$ cat src/design/zeck_pkg.sv
package zeck_pkg;

    // Widths of the fixed payload fields.
    localparam int VALUE_W = 32;
    localparam int COUNT_W = 5;
    localparam int INDEX_W = 6;

    // At most this many results leave for one value: one count and 23 terms.
    localparam int RESULT_LIMIT = 24;
    localparam int BUF_DEPTH    = RESULT_LIMIT - 1;
    localparam int BUF_AW       = $clog2(BUF_DEPTH);

    // Highest sequence index that a 64-bit value can need.
    localparam int FIB_MAX_INDEX = 92;

    // Result kinds.
    localparam logic KIND_COUNT = 1'b0;
    localparam logic KIND_TERM  = 1'b1;

    // Handshake and class of the item at the head of the queue.
    typedef struct packed {
        logic valid;
        logic zero;
    } q_ctl_t;

    // Sequence value at an index, with index 0 and index 1 both one.
    function automatic logic [63:0] fib_at(input int idx);
        logic [63:0] a;
        logic [63:0] b;
        logic [63:0] t;
        a = 64'd1;
        b = 64'd1;
        for (int i = 2; i <= idx; i++) begin
            t = a + b;
            a = b;
            b = t;
        end
        return b;
    endfunction

    // Largest index whose sequence value still fits in a value of the given width.
    function automatic int fib_top(input int bits);
        logic [64:0] lim;
        int          top;
        lim = (65'd1 << bits) - 65'd1;
        top = 1;
        for (int i = 2; i <= FIB_MAX_INDEX; i++) begin
            if ({1'b0, fib_at(i)} <= lim) begin
                top = i;
            end
        end
        return top;
    endfunction

endpackage

$ cat src/design/zeckendorf_decomposer.sv
// Order: m_valid rises with the count result after the scan of an accepted value (none for a
// zero value); the scan steps one sequence index per cycle from the top index (46 at 32 bits)
// down to the last term found. The term results follow one per cycle when the output is not
// stalled.
// Values: the single scan engine finishes one value and all its results before it takes the
// next; a two-entry queue takes new values meanwhile.
// Reset: aresetn is synchronous and active low; it empties the queue and the output.
module zeckendorf_decomposer #(
    parameter int VALUE_BITS = 32
) (
    input  logic                         aclk,
    input  logic                         aresetn,
    input  logic                         s_valid,
    output logic                         s_ready,
    input  logic [zeck_pkg::VALUE_W-1:0] s_value,
    output logic                         m_valid,
    input  logic                         m_ready,
    output logic                         m_kind,
    output logic [zeck_pkg::COUNT_W-1:0] m_term_count,
    output logic [zeck_pkg::INDEX_W-1:0] m_fib_index,
    output logic                         m_last
);
    import zeck_pkg::*;

    q_ctl_t                q_ctl;
    logic [VALUE_BITS-1:0] q_value;
    logic                  q_pop;

    // Front end: accept, mask and classify values into the queue.
    zeck_front #(
        .VALUE_BITS(VALUE_BITS)
    ) u_front (
        .aclk   (aclk),
        .aresetn(aresetn),
        .s_valid(s_valid),
        .s_ready(s_ready),
        .s_value(s_value),
        .q_ctl  (q_ctl),
        .q_value(q_value),
        .q_pop  (q_pop)
    );

    // Back end: greedy scan and result streaming.
    zeck_back #(
        .VALUE_BITS(VALUE_BITS)
    ) u_back (
        .aclk        (aclk),
        .aresetn     (aresetn),
        .q_ctl       (q_ctl),
        .q_value     (q_value),
        .q_pop       (q_pop),
        .m_valid     (m_valid),
        .m_ready     (m_ready),
        .m_kind      (m_kind),
        .m_term_count(m_term_count),
        .m_fib_index (m_fib_index),
        .m_last      (m_last)
    );

endmodule

$ cat src/design/zeck_front.sv
module zeck_front #(
    parameter int VALUE_BITS = 32
) (
    input  logic                         aclk,
    input  logic                         aresetn,
    input  logic                         s_valid,
    output logic                         s_ready,
    input  logic [zeck_pkg::VALUE_W-1:0] s_value,
    output zeck_pkg::q_ctl_t             q_ctl,
    output logic [VALUE_BITS-1:0]        q_value,
    input  logic                         q_pop
);
    import zeck_pkg::*;

    logic [VALUE_BITS-1:0] val_in;
    logic                  s_fire;

    logic [VALUE_BITS-1:0] val_mem_reg [2];
    logic                  zero_mem_reg [2];
    logic                  wr_ptr_reg, wr_ptr_next;
    logic                  rd_ptr_reg, rd_ptr_next;
    logic [1:0]            cnt_reg, cnt_next;

    // Keep only the low VALUE_BITS bits of the incoming value, or zero-extend it when wider.
    generate
        if (VALUE_BITS <= VALUE_W) begin : g_narrow
            assign val_in = s_value[VALUE_BITS-1:0];
        end else begin : g_wide
            assign val_in = {{(VALUE_BITS-VALUE_W){1'b0}}, s_value};
        end
    endgenerate

    assign s_ready = (cnt_reg != 2'd2);
    assign s_fire  = s_valid && s_ready;

    // Two-entry queue toward the scan engine.
    assign q_ctl.valid = (cnt_reg != 2'd0);
    assign q_ctl.zero  = zero_mem_reg[rd_ptr_reg];
    assign q_value     = val_mem_reg[rd_ptr_reg];

    // Pointer and fill count updates.
    always_comb begin
        wr_ptr_next = wr_ptr_reg;
        rd_ptr_next = rd_ptr_reg;
        cnt_next    = cnt_reg;
        if (s_fire) begin
            wr_ptr_next = ~wr_ptr_reg;
        end
        if (q_pop) begin
            rd_ptr_next = ~rd_ptr_reg;
        end
        if (s_fire && !q_pop) begin
            cnt_next = cnt_reg + 2'd1;
        end else if (!s_fire && q_pop) begin
            cnt_next = cnt_reg - 2'd1;
        end
    end

    always_ff @(posedge aclk) begin
        if (!aresetn) begin
            wr_ptr_reg <= 1'b0;
            rd_ptr_reg <= 1'b0;
            cnt_reg    <= 2'd0;
        end else begin
            wr_ptr_reg <= wr_ptr_next;
            rd_ptr_reg <= rd_ptr_next;
            cnt_reg    <= cnt_next;
        end
    end

    // Store the accepted value together with its zero class.
    always_ff @(posedge aclk) begin
        if (s_fire) begin
            val_mem_reg[wr_ptr_reg]  <= val_in;
            zero_mem_reg[wr_ptr_reg] <= (val_in == '0);
        end
    end

endmodule

$ cat src/design/zeck_back.sv
module zeck_back #(
    parameter int VALUE_BITS = 32
) (
    input  logic                         aclk,
    input  logic                         aresetn,
    input  zeck_pkg::q_ctl_t             q_ctl,
    input  logic [VALUE_BITS-1:0]        q_value,
    output logic                         q_pop,
    output logic                         m_valid,
    input  logic                         m_ready,
    output logic                         m_kind,
    output logic [zeck_pkg::COUNT_W-1:0] m_term_count,
    output logic [zeck_pkg::INDEX_W-1:0] m_fib_index,
    output logic                         m_last
);
    import zeck_pkg::*;

    localparam int          TOP    = fib_top(VALUE_BITS);
    localparam logic [63:0] FIB_HI = fib_at(TOP);
    localparam logic [63:0] FIB_LO = fib_at(TOP - 1);
    localparam int          IDX_W  = $clog2(TOP + 1);
    localparam int          CNT_W  = $clog2(TOP + 2);

    typedef enum logic [2:0] {
        ST_IDLE = 3'b001,
        ST_SCAN = 3'b010,
        ST_EMIT = 3'b100
    } state_t;

    state_t                state_reg, state_next;
    logic [VALUE_BITS-1:0] rem_reg, rem_next;
    logic [VALUE_BITS-1:0] fa_reg, fa_next;
    logic [VALUE_BITS-1:0] fb_reg, fb_next;
    logic [IDX_W-1:0]      idx_reg, idx_next;
    logic [CNT_W-1:0]      nterms_reg, nterms_next;
    logic [BUF_AW-1:0]     k_reg, k_next;
    logic [BUF_AW-1:0]     lastk_reg, lastk_next;
    logic [INDEX_W-1:0]    term_buf_reg [BUF_DEPTH];

    logic                  m_valid_reg, m_valid_next;
    logic                  m_kind_reg;
    logic [COUNT_W-1:0]    m_term_count_reg;
    logic [INDEX_W-1:0]    m_fib_index_reg;
    logic                  m_last_reg;

    logic                  take;
    logic [VALUE_BITS-1:0] rem_sub;
    logic                  buf_wr;
    logic                  out_free;
    logic                  out_load;
    logic [BUF_AW-1:0]     rd_idx;
    logic                  is_last;

    // One scan step compares the remainder with the current sequence value.
    assign take     = (fa_reg <= rem_reg);
    assign rem_sub  = rem_reg - fa_reg;
    assign buf_wr   = (state_reg == ST_SCAN) && take
                      && (32'(nterms_reg) < 32'(BUF_DEPTH));
    assign q_pop    = (state_reg == ST_IDLE) && q_ctl.valid;

    // Output register is free when empty or being drained this cycle.
    assign out_free = !m_valid_reg || m_ready;
    assign out_load = (state_reg == ST_EMIT) && out_free;
    assign rd_idx   = (k_reg == '0) ? '0 : k_reg - BUF_AW'(1);
    assign is_last  = (k_reg == lastk_reg);

    // Sequencer: take a value, scan the sequence downward unless it is zero, then stream results.
    always_comb begin
        state_next  = state_reg;
        rem_next    = rem_reg;
        fa_next     = fa_reg;
        fb_next     = fb_reg;
        idx_next    = idx_reg;
        nterms_next = nterms_reg;
        k_next      = k_reg;
        lastk_next  = lastk_reg;
        unique case (state_reg)
            ST_IDLE: begin
                if (q_ctl.valid) begin
                    nterms_next = '0;
                    k_next      = '0;
                    if (q_ctl.zero) begin
                        lastk_next = '0;
                        state_next = ST_EMIT;
                    end else begin
                        rem_next   = q_value;
                        fa_next    = FIB_HI[VALUE_BITS-1:0];
                        fb_next    = FIB_LO[VALUE_BITS-1:0];
                        idx_next   = IDX_W'(TOP);
                        state_next = ST_SCAN;
                    end
                end
            end
            ST_SCAN: begin
                if (take) begin
                    rem_next    = rem_sub;
                    nterms_next = nterms_reg + CNT_W'(1);
                end
                fa_next  = fb_reg;
                fb_next  = fa_reg - fb_reg;
                idx_next = idx_reg - IDX_W'(1);
                if ((idx_reg == IDX_W'(1)) || (take && (rem_sub == '0))) begin
                    if (32'(nterms_next) >= 32'(BUF_DEPTH)) begin
                        lastk_next = BUF_AW'(BUF_DEPTH);
                    end else begin
                        lastk_next = BUF_AW'(nterms_next);
                    end
                    state_next = ST_EMIT;
                end
            end
            ST_EMIT: begin
                if (out_free) begin
                    k_next = k_reg + BUF_AW'(1);
                    if (is_last) begin
                        state_next = ST_IDLE;
                    end
                end
            end
            default: begin
                state_next = ST_IDLE;
            end
        endcase
    end

    // Output valid follows loads and downstream acceptance.
    always_comb begin
        m_valid_next = m_valid_reg;
        if (out_load) begin
            m_valid_next = 1'b1;
        end else if (m_ready) begin
            m_valid_next = 1'b0;
        end
    end

    always_ff @(posedge aclk) begin
        if (!aresetn) begin
            state_reg   <= ST_IDLE;
            m_valid_reg <= 1'b0;
        end else begin
            state_reg   <= state_next;
            m_valid_reg <= m_valid_next;
        end
    end

    // Datapath registers of the scan.
    always_ff @(posedge aclk) begin
        rem_reg    <= rem_next;
        fa_reg     <= fa_next;
        fb_reg     <= fb_next;
        idx_reg    <= idx_next;
        nterms_reg <= nterms_next;
        k_reg      <= k_next;
        lastk_reg  <= lastk_next;
    end

    // Term buffer keeps the first indices found, in descending order.
    always_ff @(posedge aclk) begin
        if (buf_wr) begin
            term_buf_reg[BUF_AW'(nterms_reg)] <= INDEX_W'(idx_reg);
        end
    end

    // Result payload: the count first, then the buffered terms.
    always_ff @(posedge aclk) begin
        if (out_load) begin
            m_last_reg <= is_last;
            if (k_reg == '0) begin
                m_kind_reg       <= KIND_COUNT;
                m_term_count_reg <= COUNT_W'(nterms_reg);
                m_fib_index_reg  <= '0;
            end else begin
                m_kind_reg       <= KIND_TERM;
                m_term_count_reg <= '0;
                m_fib_index_reg  <= term_buf_reg[rd_idx];
            end
        end
    end

    assign m_valid      = m_valid_reg;
    assign m_kind       = m_kind_reg;
    assign m_term_count = m_term_count_reg;
    assign m_fib_index  = m_fib_index_reg;
    assign m_last       = m_last_reg;

endmodule

$ cat config.mk
export PLATFORM = sky130hd
export DESIGN_NAME = zeckendorf_decomposer
export DESIGN_NICKNAME = d
export VERILOG_FILES = /design/src/design/zeck_pkg.sv /design/src/design/zeckendorf_decomposer.sv /design/src/design/zeck_front.sv /design/src/design/zeck_back.sv
export SDC_FILE = /design/constraint.sdc
export NUM_CORES = 1
export LEC_CHECK = 0
export ABC_CLOCK_PERIOD_IN_PS = 6220
export BUFFER_PORTS_ARGS = -buffer_cell sky130_fd_sc_hd__buf_4
export CAP_MARGIN = 25
export CORE_AREA = 2 2 183 185
export CTS_BUF_LIST = sky130_fd_sc_hd__clkbuf_16
export CTS_CLUSTER_SIZE = 12
export DETAILED_ROUTE_END_ITERATION = 12
export DIE_AREA = 0 0 185 187
export PLACE_DENSITY = 0.74
export RECOVER_POWER = 25
export SLEW_MARGIN = 40
export SYNTH_ARGS = -nofsm -noshare
export SYNTH_HDL_FRONTEND = slang
export SYNTH_SLANG_ARGS = --single-unit
export TNS_END_PERCENT = 10
$ cat constraint.sdc
create_clock -name aclk -period 6.22 [get_ports aclk]
set_input_delay 0.933 -clock aclk [delete_from_list [all_inputs] [get_ports aclk]]
set_output_delay 0.933 -clock aclk [all_outputs]
set_load 0.05 [all_outputs]
==> impl_metrics.toml, run 1 <==
[clock_network]
cts_tree = "yes"
cts.clk_slew.worst_paths_ps = 60
insertion_delay_ps = 530
cts_made_buffers = 38
h-tree-depth = 2
cts_resized = 0
clockRootBuffer = "clkbuf_16"
postCtsSetupRepairBufs = 0
postCtsHoldBufs = 0
cts.sinks = 344
cts_max_path_buffers = 3

[timing]
fin_skew_ps = 29.4
max_slew_margin_pct = 9.02
finalCritPeriodShare_pct = 64.9
hold_viol = 0
finalSetupViolations = 0
tns_ps = 0
worst_pin_slew_ps = 1360
fmax_mhz = 248
rsz0062_at_grt = "false"
fin_crit_ps = 4040
finalMaxSlewViolations = 0

[synth]
synth_cells = 1540
synth_area_per_cell_sq_um = 11.5
syn-num-nets = 1650
syn_area_sq_um = 17700
synth_warnings = 0
synthArstFlopShare_pct = 0
synth.distinct_cells = 81
synth-edff-count = 335
synth.ff_latch_count = 344
synth_flop_cell = "edfxtp_1"
ys_seq_area_share_pct = 57.8

[final_layout]
final_cells = 2052
nets = 1692
syn2layout_area_growth_pct = 10.7
diodes = 0
fill_cells = 2723
final_common_cell = "edfxtp_1"
drive_gt1_share_pct = 8.29
final_cell_mix = "edfxtp_1 (335), nand2_1 (141), nor2_1 (119)"
largest_reg_flops = 138

[min_path]
hold_path_end = "u_back.fa_reg[13]$_SDFFCE_PN1P_"
holdCritStartpoint = "u_back.fb_reg[13]$_SDFFCE_PN1P_"
hold_depth = 2
min_path_type = "register to register"

[power]
leakagePower_uw = 0.00721
powerDensity_nw_per_um2 = 457
ir_drop_v = 0.000283

[worst_setup_path]
r2r_end = "u_back.lastk_reg[2]$_SDFFCE_PN0P_"
worstPathArrival_ps = 4210
path_class = "register to register"
worstSetupStartpointType = "register"
reg2regPathDepth = 11
regToRegStartpoint = "u_back.fa_reg[0]$_SDFFCE_PN1P_"
worstPathRequired_ps = 6400
critPathMaxFanout = 5
rrSetupSlack_ps = 2180
endpoint_kind = "register"

[run_status]
outcome = "completed"

[drt]
drtIter0Drc = 1021
vias_per_cell = 5.95
route.detailed.drc = 0
vias = 12213
wirelength_microns = 40700
postRouteAntennaNets = 0
firstDrtPassIters = 5
wl_per_cell_microns = 19.8

[grt]
grt_pass1_wl_microns = 64600
antenna_found_initial = 0
grt-ovfl-total = 0
grt_pass1_vias = 12190
grt_max_degree = 55
grt_use_total_pct = 23.8

[placed_design]
place_inst = 1989
dpl.hpwl_microns = 28900
gp_congestion = 0.897
io_buffers = 50

[die]
fp-row-count = 67
start_util_pct = 53.9
ios = 51
die_w_microns = 185
design.core.area_sq_um = 32900
die_area_sq_um = 34600
chipHeight_microns = 187

[run]
drv_cap = 0
metal layers:
layer / up-vias / routed length (microns) / GRT usage [%]
li1: 5865 / - / -
met1: 5879 / 16200 / 29.0
met2: 366 / 20500 / 41.2
met3: 103 / 2010 / 3.84
met4: 0 / 1960 / 11.3
met5: - / 0 / 0
worst max-delay path, cell delays in order (launching register included):
cell and delay, ps:
edfxtp_1 390, ha_1 240, fa_1 400, nor2b_1 220
o21ai_2 150, a2111oi_0 560, nor2_1 130, xor2_1 300
nand2b_1 100, nor4_1 450, nand4b_1 270, a21oi_1 480
worst max path at each step:
stage,from,cells past startpoint,slack (ps),endpoint
after detailed placement,u_back.fa_reg[0]$_SDFFCE_PN1P_,11,2110,u_back.term_buf_reg[14][3]$_DFFE_PP_
after global placement,u_back.fa_reg[0]$_SDFFCE_PN1P_,11,2160,u_back.lastk_reg[3]$_SDFFCE_PP0P_
after global routing,u_back.fa_reg[0]$_SDFFCE_PN1P_,11,1790,u_back.lastk_reg[2]$_SDFFCE_PN0P_
after floorplan,register,4,1610,u_back.fa_reg[0]$_SDFFCE_PN1P_
final,u_back.fa_reg[0]$_SDFFCE_PN1P_,11,2180,u_back.lastk_reg[2]$_SDFFCE_PN0P_
after CTS,u_back.fa_reg[0]$_SDFFCE_PN1P_,11,2120,u_back.term_buf_reg[14][1]$_DFFE_PP_
kinds of logic (layout without fill, tap and decap cells):
group,after synthesis,count (layout),synth area share [%]
AO/OA/AOI/OAI,395,395,15.2
XOR/XNOR,51,51,2.52
adder cells (fa/ha/maj),74,74,5.31
buffers and inverters,158,222,3.50
flip-flops,344,344,57.8
multiplexers,35,35,2.42
AND/OR/NAND/NOR,483,483,13.3
cell usage after synthesis (6+ instances only):
cell type  instances  area [sq um]
mux4_2             6           135
nor2_1           122           458
o221ai_1          13           114
xnor2_1           26           228
nand2_1          143           537
buf_2             12          60.1
nor3_1            40           200
a31oi_1           27           169
nand3_1           17          85.1
and3_1            19           119
dfxtp_1            9           180
or3_1              6          37.5
a211oi_1          47           353
nand4_1           16           100
nand2b_1          16           100
o211ai_1          14           105
inv_1             89           334
edfxtp_1         335         10100
o22ai_1           21           131
and2_1            36           225
a21o_1            35           263
clkbuf_1          45           169
nor2b_1           20           125
nor4_1            13          81.3
ha_1              72           901
a21oi_1           83           415
o21a_1            15           113
xor2_1            25           219
buf_1             10          37.5
a211o_1            7          61.3
nor3b_1            6          45.0
mux2i_1           27           270
o21ai_0           75           375
per-stage QoR:
stage | total power, uW | hold slack [ps] | setup WS, ps | util (%) | cell area, sq um
4_1_cts | 8990 | 517 | 2120 | 60.0 | 19700
3_5_place_dp | 6980 | 505 | 2110 | 56.7 | 18600
2_1_floorplan | 5980 | 488 | 1610 | - | 17700
5_1_grt | 9500 | 535 | 1790 | 59.7 | 19600
6_report | 8970 | 515 | 2180 | 59.7 | 19600
3_3_place_gp | 6810 | 497 | 2160 | 56.3 | 18500
layout make-up:
cell class                 count  area [sq um]  share of cell area, %
sequential                   344         10200                   52.2
tap                          448           561                   2.86
clock inverter                23           121                  0.619
inverter                      89           334                   1.70
multi-input combinational   1038          6940                   35.4
timing repair buffer          71           444                   2.26
clock buffer                  39           976                   4.98
power breakdown:
part	internal, uW	leakage, uW	total [uW]	switching, uW
combinational	1400	0.00363	3780	2380
sequential	2990	0.00302	3190	193
clock	1130	0.000566	2000	867
No activity file was read; power rests on OpenSTA's default activity.
==> run 2: changes to the inputs <==
--- a/config.mk
+++ b/config.mk
@@ -5,7 +5,7 @@
 export SDC_FILE = /design/constraint.sdc
 export NUM_CORES = 1
 export LEC_CHECK = 0
-export ABC_CLOCK_PERIOD_IN_PS = 6220
+export ABC_CLOCK_PERIOD_IN_PS = 3700
 export BUFFER_PORTS_ARGS = -buffer_cell sky130_fd_sc_hd__buf_4
 export CAP_MARGIN = 25
 export CORE_AREA = 2 2 183 185
==> constraint.sdc (replaced) <==
create_clock -name aclk -period 3.7 [get_ports aclk]
set_input_delay 0.555 -clock aclk [delete_from_list [all_inputs] [get_ports aclk]]
set_output_delay 0.555 -clock aclk [all_outputs]
set_load 0.05 [all_outputs]
==> run 2 against run 1 <==
Register-to-register slack lost 2000 ps. Final cell count increased by 2.7%. Fmax up 14%. Largest cell class unchanged.
==> impl_metrics.toml, run 2 (same netlist as run 1, synthesis figures left out) <==
[run_status]
outcome = "completed"

[power]
p_sw_uw = 6100
p_int_uw = 9640
leakagePower_uw = 0.00754
ir_drop_v = 0.000406
powerDensity_nw_per_um2 = 783
clkPwrFrac_pct = 23.0
power_frac_comb_pct = 43.2
seq_power_share_pct = 33.7
power.share.switching_pct = 38.7
finalPower_uw = 15700

[grt]
grt_use_total_pct = 24.1
antenna_found_initial = 0
grt_pass1_vias = 12211
grt_max_degree = 46
grt_pass1_wl_microns = 65200
grt-ovfl-total = 0

[drt]
wirelength_microns = 41500
postRouteAntennaNets = 0
route.detailed.drc = 0
drtIter0Drc = 995
firstDrtPassIters = 5
wl_per_cell_microns = 19.7
vias = 12340
vias_per_cell = 5.85

[clock_network]
postCtsHoldBufs = 0
h-tree-depth = 2
cts_max_path_buffers = 3
cts_made_buffers = 39
clockRootBuffer = "clkbuf_16"
cts.clk_slew.worst_paths_ps = 60
cts_tree = "yes"
cts.sinks = 344
insertion_delay_ps = 540

[worst_setup_path]
worstSetupStartpointType = "register"
rrSetupSlack_ps = 150
worstPathArrival_ps = 3790
endpoint_kind = "register"
regToRegStartpoint = "u_back.fa_reg[0]$_SDFFCE_PN1P_"
worstPathRequired_ps = 3940
r2r_end = "u_back.lastk_reg[4]$_SDFFCE_PN0P_"
critPathMaxFanout = 5
reg2regPathDepth = 13
path_class = "register to register"

[final_layout]
largest_reg_flops = 138
layout.core_utilization_pct = 61.2
nets = 1741
diodes = 0
final_cells = 2108
drive_gt1_share_pct = 11.4
final_cell_mix = "edfxtp_1 (335), nand2_1 (142), nor2_1 (119)"
fill_cells = 2685
final_common_cell = "edfxtp_1"
syn2layout_area_growth_pct = 13.5

[die]
fp-row-count = 67
design.core.area_sq_um = 32900
ios = 51
chipHeight_microns = 187
die_w_microns = 185
die_area_sq_um = 34600
start_util_pct = 53.9

[min_path]
hold_path_end = "u_front.val_mem_reg[0][21]$_DFFE_PP_"
hold_depth = 1
min_path_type = "input pin to register"
holdCritStartpoint = "s_value[21]"

[timing]
hold_viol = 0
finalSetupViolations = 0
worst_slack_ps = 149
finalMaxSlewViolations = 0
max_slew_margin_pct = 6.61
finalCritPeriodShare_pct = 96.0
fin_hold_ws_ps = 258
fmax_mhz = 282
fin_skew_ps = 27.9
worst_pin_slew_ps = 1400
fin_crit_ps = 3550

[run]
drv_cap = 0

[placed_design]
io_buffers = 50
gp_congestion = 0.927
preCtsSetupSlack_ps = 131
dpl.hpwl_microns = 29300
place_inst = 2033
## run 2: changes by cell type in the layout (fill, tap and decap cells not counted), moves of 3 or more
cell      before  now
clkinv_1       9    4
nor3_2         4    1
buf_4         30   77
clkinv_2       4    9
buf_12         0    3
inv_1         96  101
## run 2: power groups by stage
stage	Sequential [uW]	Combinational, uW	Clock (uW)
finish	5310	6810	3620
global route	5350	7440	3810
CTS	5310	6750	3660
detailed placement	5380	6710	0
global placement	5370	6570	0
floorplan	5360	4670	0
## run 2: worst max-delay path by stage
| stage | to | slack [ps] | cells after the start | start |
|---|---|---|---|---|
| after floorplan | u_back.rem_reg[0]$_DFFE_PP_ | -360 | 9 | u_back.fa_reg[0]$_SDFFCE_PN1P_ |
| after global placement | u_back.lastk_reg[0]$_SDFFCE_PN0P_ | 130 | 12 | u_back.fa_reg[0]$_SDFFCE_PN1P_ |
| after detailed placement | u_back.lastk_reg[3]$_SDFFCE_PP0P_ | 130 | 12 | u_back.fa_reg[16]$_SDFFCE_PN1P_ |
| after CTS | u_back.lastk_reg[0]$_SDFFCE_PN0P_ | 110 | 12 | u_back.fa_reg[0]$_SDFFCE_PN1P_ |
| after global routing | u_back.lastk_reg[0]$_SDFFCE_PN0P_ | -2 | 13 | u_back.fa_reg[24]$_SDFFCE_PN1P_ |
| final | u_back.lastk_reg[4]$_SDFFCE_PN0P_ | 150 | 13 | u_back.fa_reg[0]$_SDFFCE_PN1P_ |
## run 2: timing repair
item,in CTS,in global routing
hold endpoints to repair,0,0
buffers inserted,0,5
resized for setup,0,12
endpoints found under the setup margin,0,37
## run 2: per-layer routing
| layer | part of all wire [%] | track usage, % |
|---|---|---|
| met1 | 41 | 29.7 |
| met2 | 52 | 43.6 |
| met3 | 3.9 | 2.88 |
| met4 | 3.2 | 7.94 |
| met5 | 0 | 0 |
## run 2: per-stage QoR
step	cell area, sq um	TNS [ps]
floorplan	17700	-11660
global placement	18900	0
detailed placement	19000	0
CTS	20200	0
global route	20100	-3.84
finish	20100	0
## run 2: area by class of cell
cell class / instances / area (sq um) / share of cell area, %
Sequential cell: 344 / 10200 / 50.9
Multi-Input combinational cell: 1038 / 6950 / 34.6
Clock buffer: 40 / 1000 / 4.98
Timing Repair Buffer: 119 / 820 / 4.08
Tap cell: 448 / 561 / 2.79
Inverter: 89 / 334 / 1.66
Clock inverter: 30 / 199 / 0.989
## run 2: worst max-delay path: stages (launching register included)
cell      delay, ps
edfxtp_1        390
ha_1            240
fa_1            440
nor2b_2         200
o21ai_2         130
a211oi_4        290
o311ai_2        170
a31oi_4         240
nor2_2           80
buf_4           170
nor4_1          270
nand4b_1        270
a21oi_1         210
buf_4           160
==> run 3: changes to the inputs <==
--- a/config.mk
+++ b/config.mk
@@ -6,14 +6,16 @@
 export NUM_CORES = 1
 export LEC_CHECK = 0
 export ABC_CLOCK_PERIOD_IN_PS = 3700
-export BUFFER_PORTS_ARGS = -buffer_cell sky130_fd_sc_hd__buf_4
+export BUFFER_PORTS_ARGS = -buffer_cell sky130_fd_sc_hd__buf_2
 export CAP_MARGIN = 25
-export CORE_AREA = 2 2 183 185
+export CELL_PAD_IN_SITES_DETAIL_PLACEMENT = 1
+export CELL_PAD_IN_SITES_GLOBAL_PLACEMENT = 1
+export CORE_AREA = 2 2 200 202
 export CTS_BUF_LIST = sky130_fd_sc_hd__clkbuf_16
 export CTS_CLUSTER_SIZE = 12
 export DETAILED_ROUTE_END_ITERATION = 12
-export DIE_AREA = 0 0 185 187
-export PLACE_DENSITY = 0.74
+export DIE_AREA = 0 0 202 204
+export PLACE_DENSITY_LB_ADDON = 0.1
 export RECOVER_POWER = 25
 export SLEW_MARGIN = 40
 export SYNTH_ARGS = -nofsm -noshare
==> run 3 against run 2 <==
Wire length increased by 9.8%. Sequential cell count unchanged. Critical path depth unchanged. Design area increased by 0.48%. Fmax decreased by 1.3%. Total power about the same. Clock-buffer cell count decreased by 1. Worst hold slack got worse by 22 ps. Core utilization decreased by 9.6 points.
==> impl_metrics.toml, run 3 (same netlist as run 1, synthesis figures left out) <==
[die]
chipHeight_microns = 204
start_util_pct = 45.2
design.core.area_sq_um = 39200
die_area_sq_um = 41200
ios = 51
fp-row-count = 73
die_w_microns = 202

[placed_design]
place_inst = 2113
preCtsSetupSlack_ps = -58.9
gp_congestion = 0.842
place_area_sq_um = 18900
dpl.hpwl_microns = 32800
io_buffers = 50

[drt]
route.detailed.drc = 0
wirelength_microns = 45600
vias_per_cell = 5.63
drtIter0Drc = 675
wl_per_cell_microns = 20.8
firstDrtPassIters = 5
postRouteAntennaNets = 0
vias = 12318

[timing]
max_slew_margin_pct = 1.98
fin_crit_ps = 3600
fin_skew_ps = 28.1
finalCritPeriodShare_pct = 97.2
worst_slack_ps = 104
finalSetupViolations = 0
fmax_mhz = 278
worst_pin_slew_ps = 1470
fin_hold_ws_ps = 236
finalMaxSlewViolations = 0
hold_viol = 0

[power]
powerDensity_nw_per_um2 = 780
leakagePower_uw = 0.00750
ir_drop_v = 0.000533

[grt]
grt_use_total_pct = 22.4
antenna_found_initial = 0
grt_pass1_vias = 12921
grt_max_degree = 73
grt-ovfl-total = 0
grt_pass1_wl_microns = 72000

[final_layout]
diodes = 0
syn2layout_area_growth_pct = 14.1
post-route-cell-area_sq_um = 20200
final_cell_mix = "edfxtp_1 (335), nand2_1 (142), nor2_1 (118)"
nets = 1743
final_cells = 2187
largest_reg_flops = 138
final_common_cell = "edfxtp_1"
drive_gt1_share_pct = 11.9
layout.core_utilization_pct = 51.6

[worst_setup_path]
worstSetupStartpointType = "register"
path_class = "register to register"
endpoint_kind = "register"
worstPathArrival_ps = 3900
rrSetupSlack_ps = 100
r2r_end = "u_back.lastk_reg[2]$_SDFFCE_PN0P_"
worstPathRequired_ps = 4000
regToRegStartpoint = "u_back.fa_reg[7]$_SDFFCE_PN1P_"
critPathMaxFanout = 7
reg2regPathDepth = 13

[min_path]
min_path_type = "input pin to register"
holdCritStartpoint = "s_value[30]"
hold_depth = 1
hold_path_end = "u_front.val_mem_reg[0][30]$_DFFE_PP_"

[clock_network]
clockRootBuffer = "clkbuf_16"
cts_max_path_buffers = 3
cts_made_buffers = 39
insertion_delay_ps = 570
cts.clk_slew.worst_paths_ps = 60
cts.sinks = 344
h-tree-depth = 2
cts_tree = "yes"

[run]
drv_cap = 0

[run_status]
outcome = "completed"
## run 3: where the power goes
| part | total [uW] | switching, uW | leakage [uW] | internal (uW) |
|---|---|---|---|---|
| sequential | 5360 | 329 | 0.00302 | 5030 |
| combinational | 6840 | 4350 | 0.00387 | 2490 |
| clock | 3550 | 1550 | 0.000621 | 2000 |
## run 3: how the worst max path moves through the flow
stage,from,to,slack (ps)
floorplan,u_back.fa_reg[0]$_SDFFCE_PN1P_,u_back.rem_reg[0]$_DFFE_PP_,-360
global placement,u_back.fa_reg[0]$_SDFFCE_PN1P_,u_back.lastk_reg[2]$_SDFFCE_PN0P_,100
detailed placement,u_back.fa_reg[0]$_SDFFCE_PN1P_,u_back.lastk_reg[2]$_SDFFCE_PN0P_,-60
CTS,u_back.fa_reg[0]$_SDFFCE_PN1P_,u_back.term_buf_reg[13][2]$_DFFE_PP_,40
global route,u_back.fa_reg[7]$_SDFFCE_PN1P_,u_back.lastk_reg[2]$_SDFFCE_PN0P_,-70
finish,u_back.fa_reg[7]$_SDFFCE_PN1P_,u_back.lastk_reg[2]$_SDFFCE_PN0P_,100
## run 3: timing repair
item                                    in CTS  in global routing
buffers inserted                             0                  4
pin swaps                                    0                  8
hold buffers                                 0                  0
endpoints found under the setup margin      17                100
endpoints found under the hold margin        0                  0
resized for setup                            2                 25
## run 3: worst max-delay path, cell delays in order (launching register included)
cell       delay [ps]
edfxtp_1          350
inv_1              50
ha_1              410
a2111oi_4         380
buf_4             210
a211oi_4           60
buf_4             170
o311ai_4          300
a31oi_4           180
buf_4             180
o211ai_1          280
mux2i_2           340
o41ai_2           160
a211o_1           280
## run 3: metrics by stage
stage          total power [uW]  setup TNS (ps)
2_1_floorplan             10000          -11660
3_3_place_gp              12100               0
3_5_place_dp              12200            -357
4_1_cts                   15800               0
5_1_grt                   16800            -648
6_report                  15700               0
## run 3: per-layer routing
metal | GRT usage, % | up-vias | part of all wire [%]
li1 | - | 5962 | -
met5 | 0 | - | 0
met1 | 25.8 | 6105 | 40
met2 | 42.2 | 171 | 54
met4 | 8.11 | 0 | 3.3
met3 | 3.28 | 80 | 2.8
## run 3: cell type report
class                      count  area [sq um]
clock buffer                  39           976
clock inverter                31           200
fill                        4146         19000
inverter                      89           334
multi-input combinational   1038          7020
sequential                   344         10200
tap                          525           657
timing repair buffer         121           771
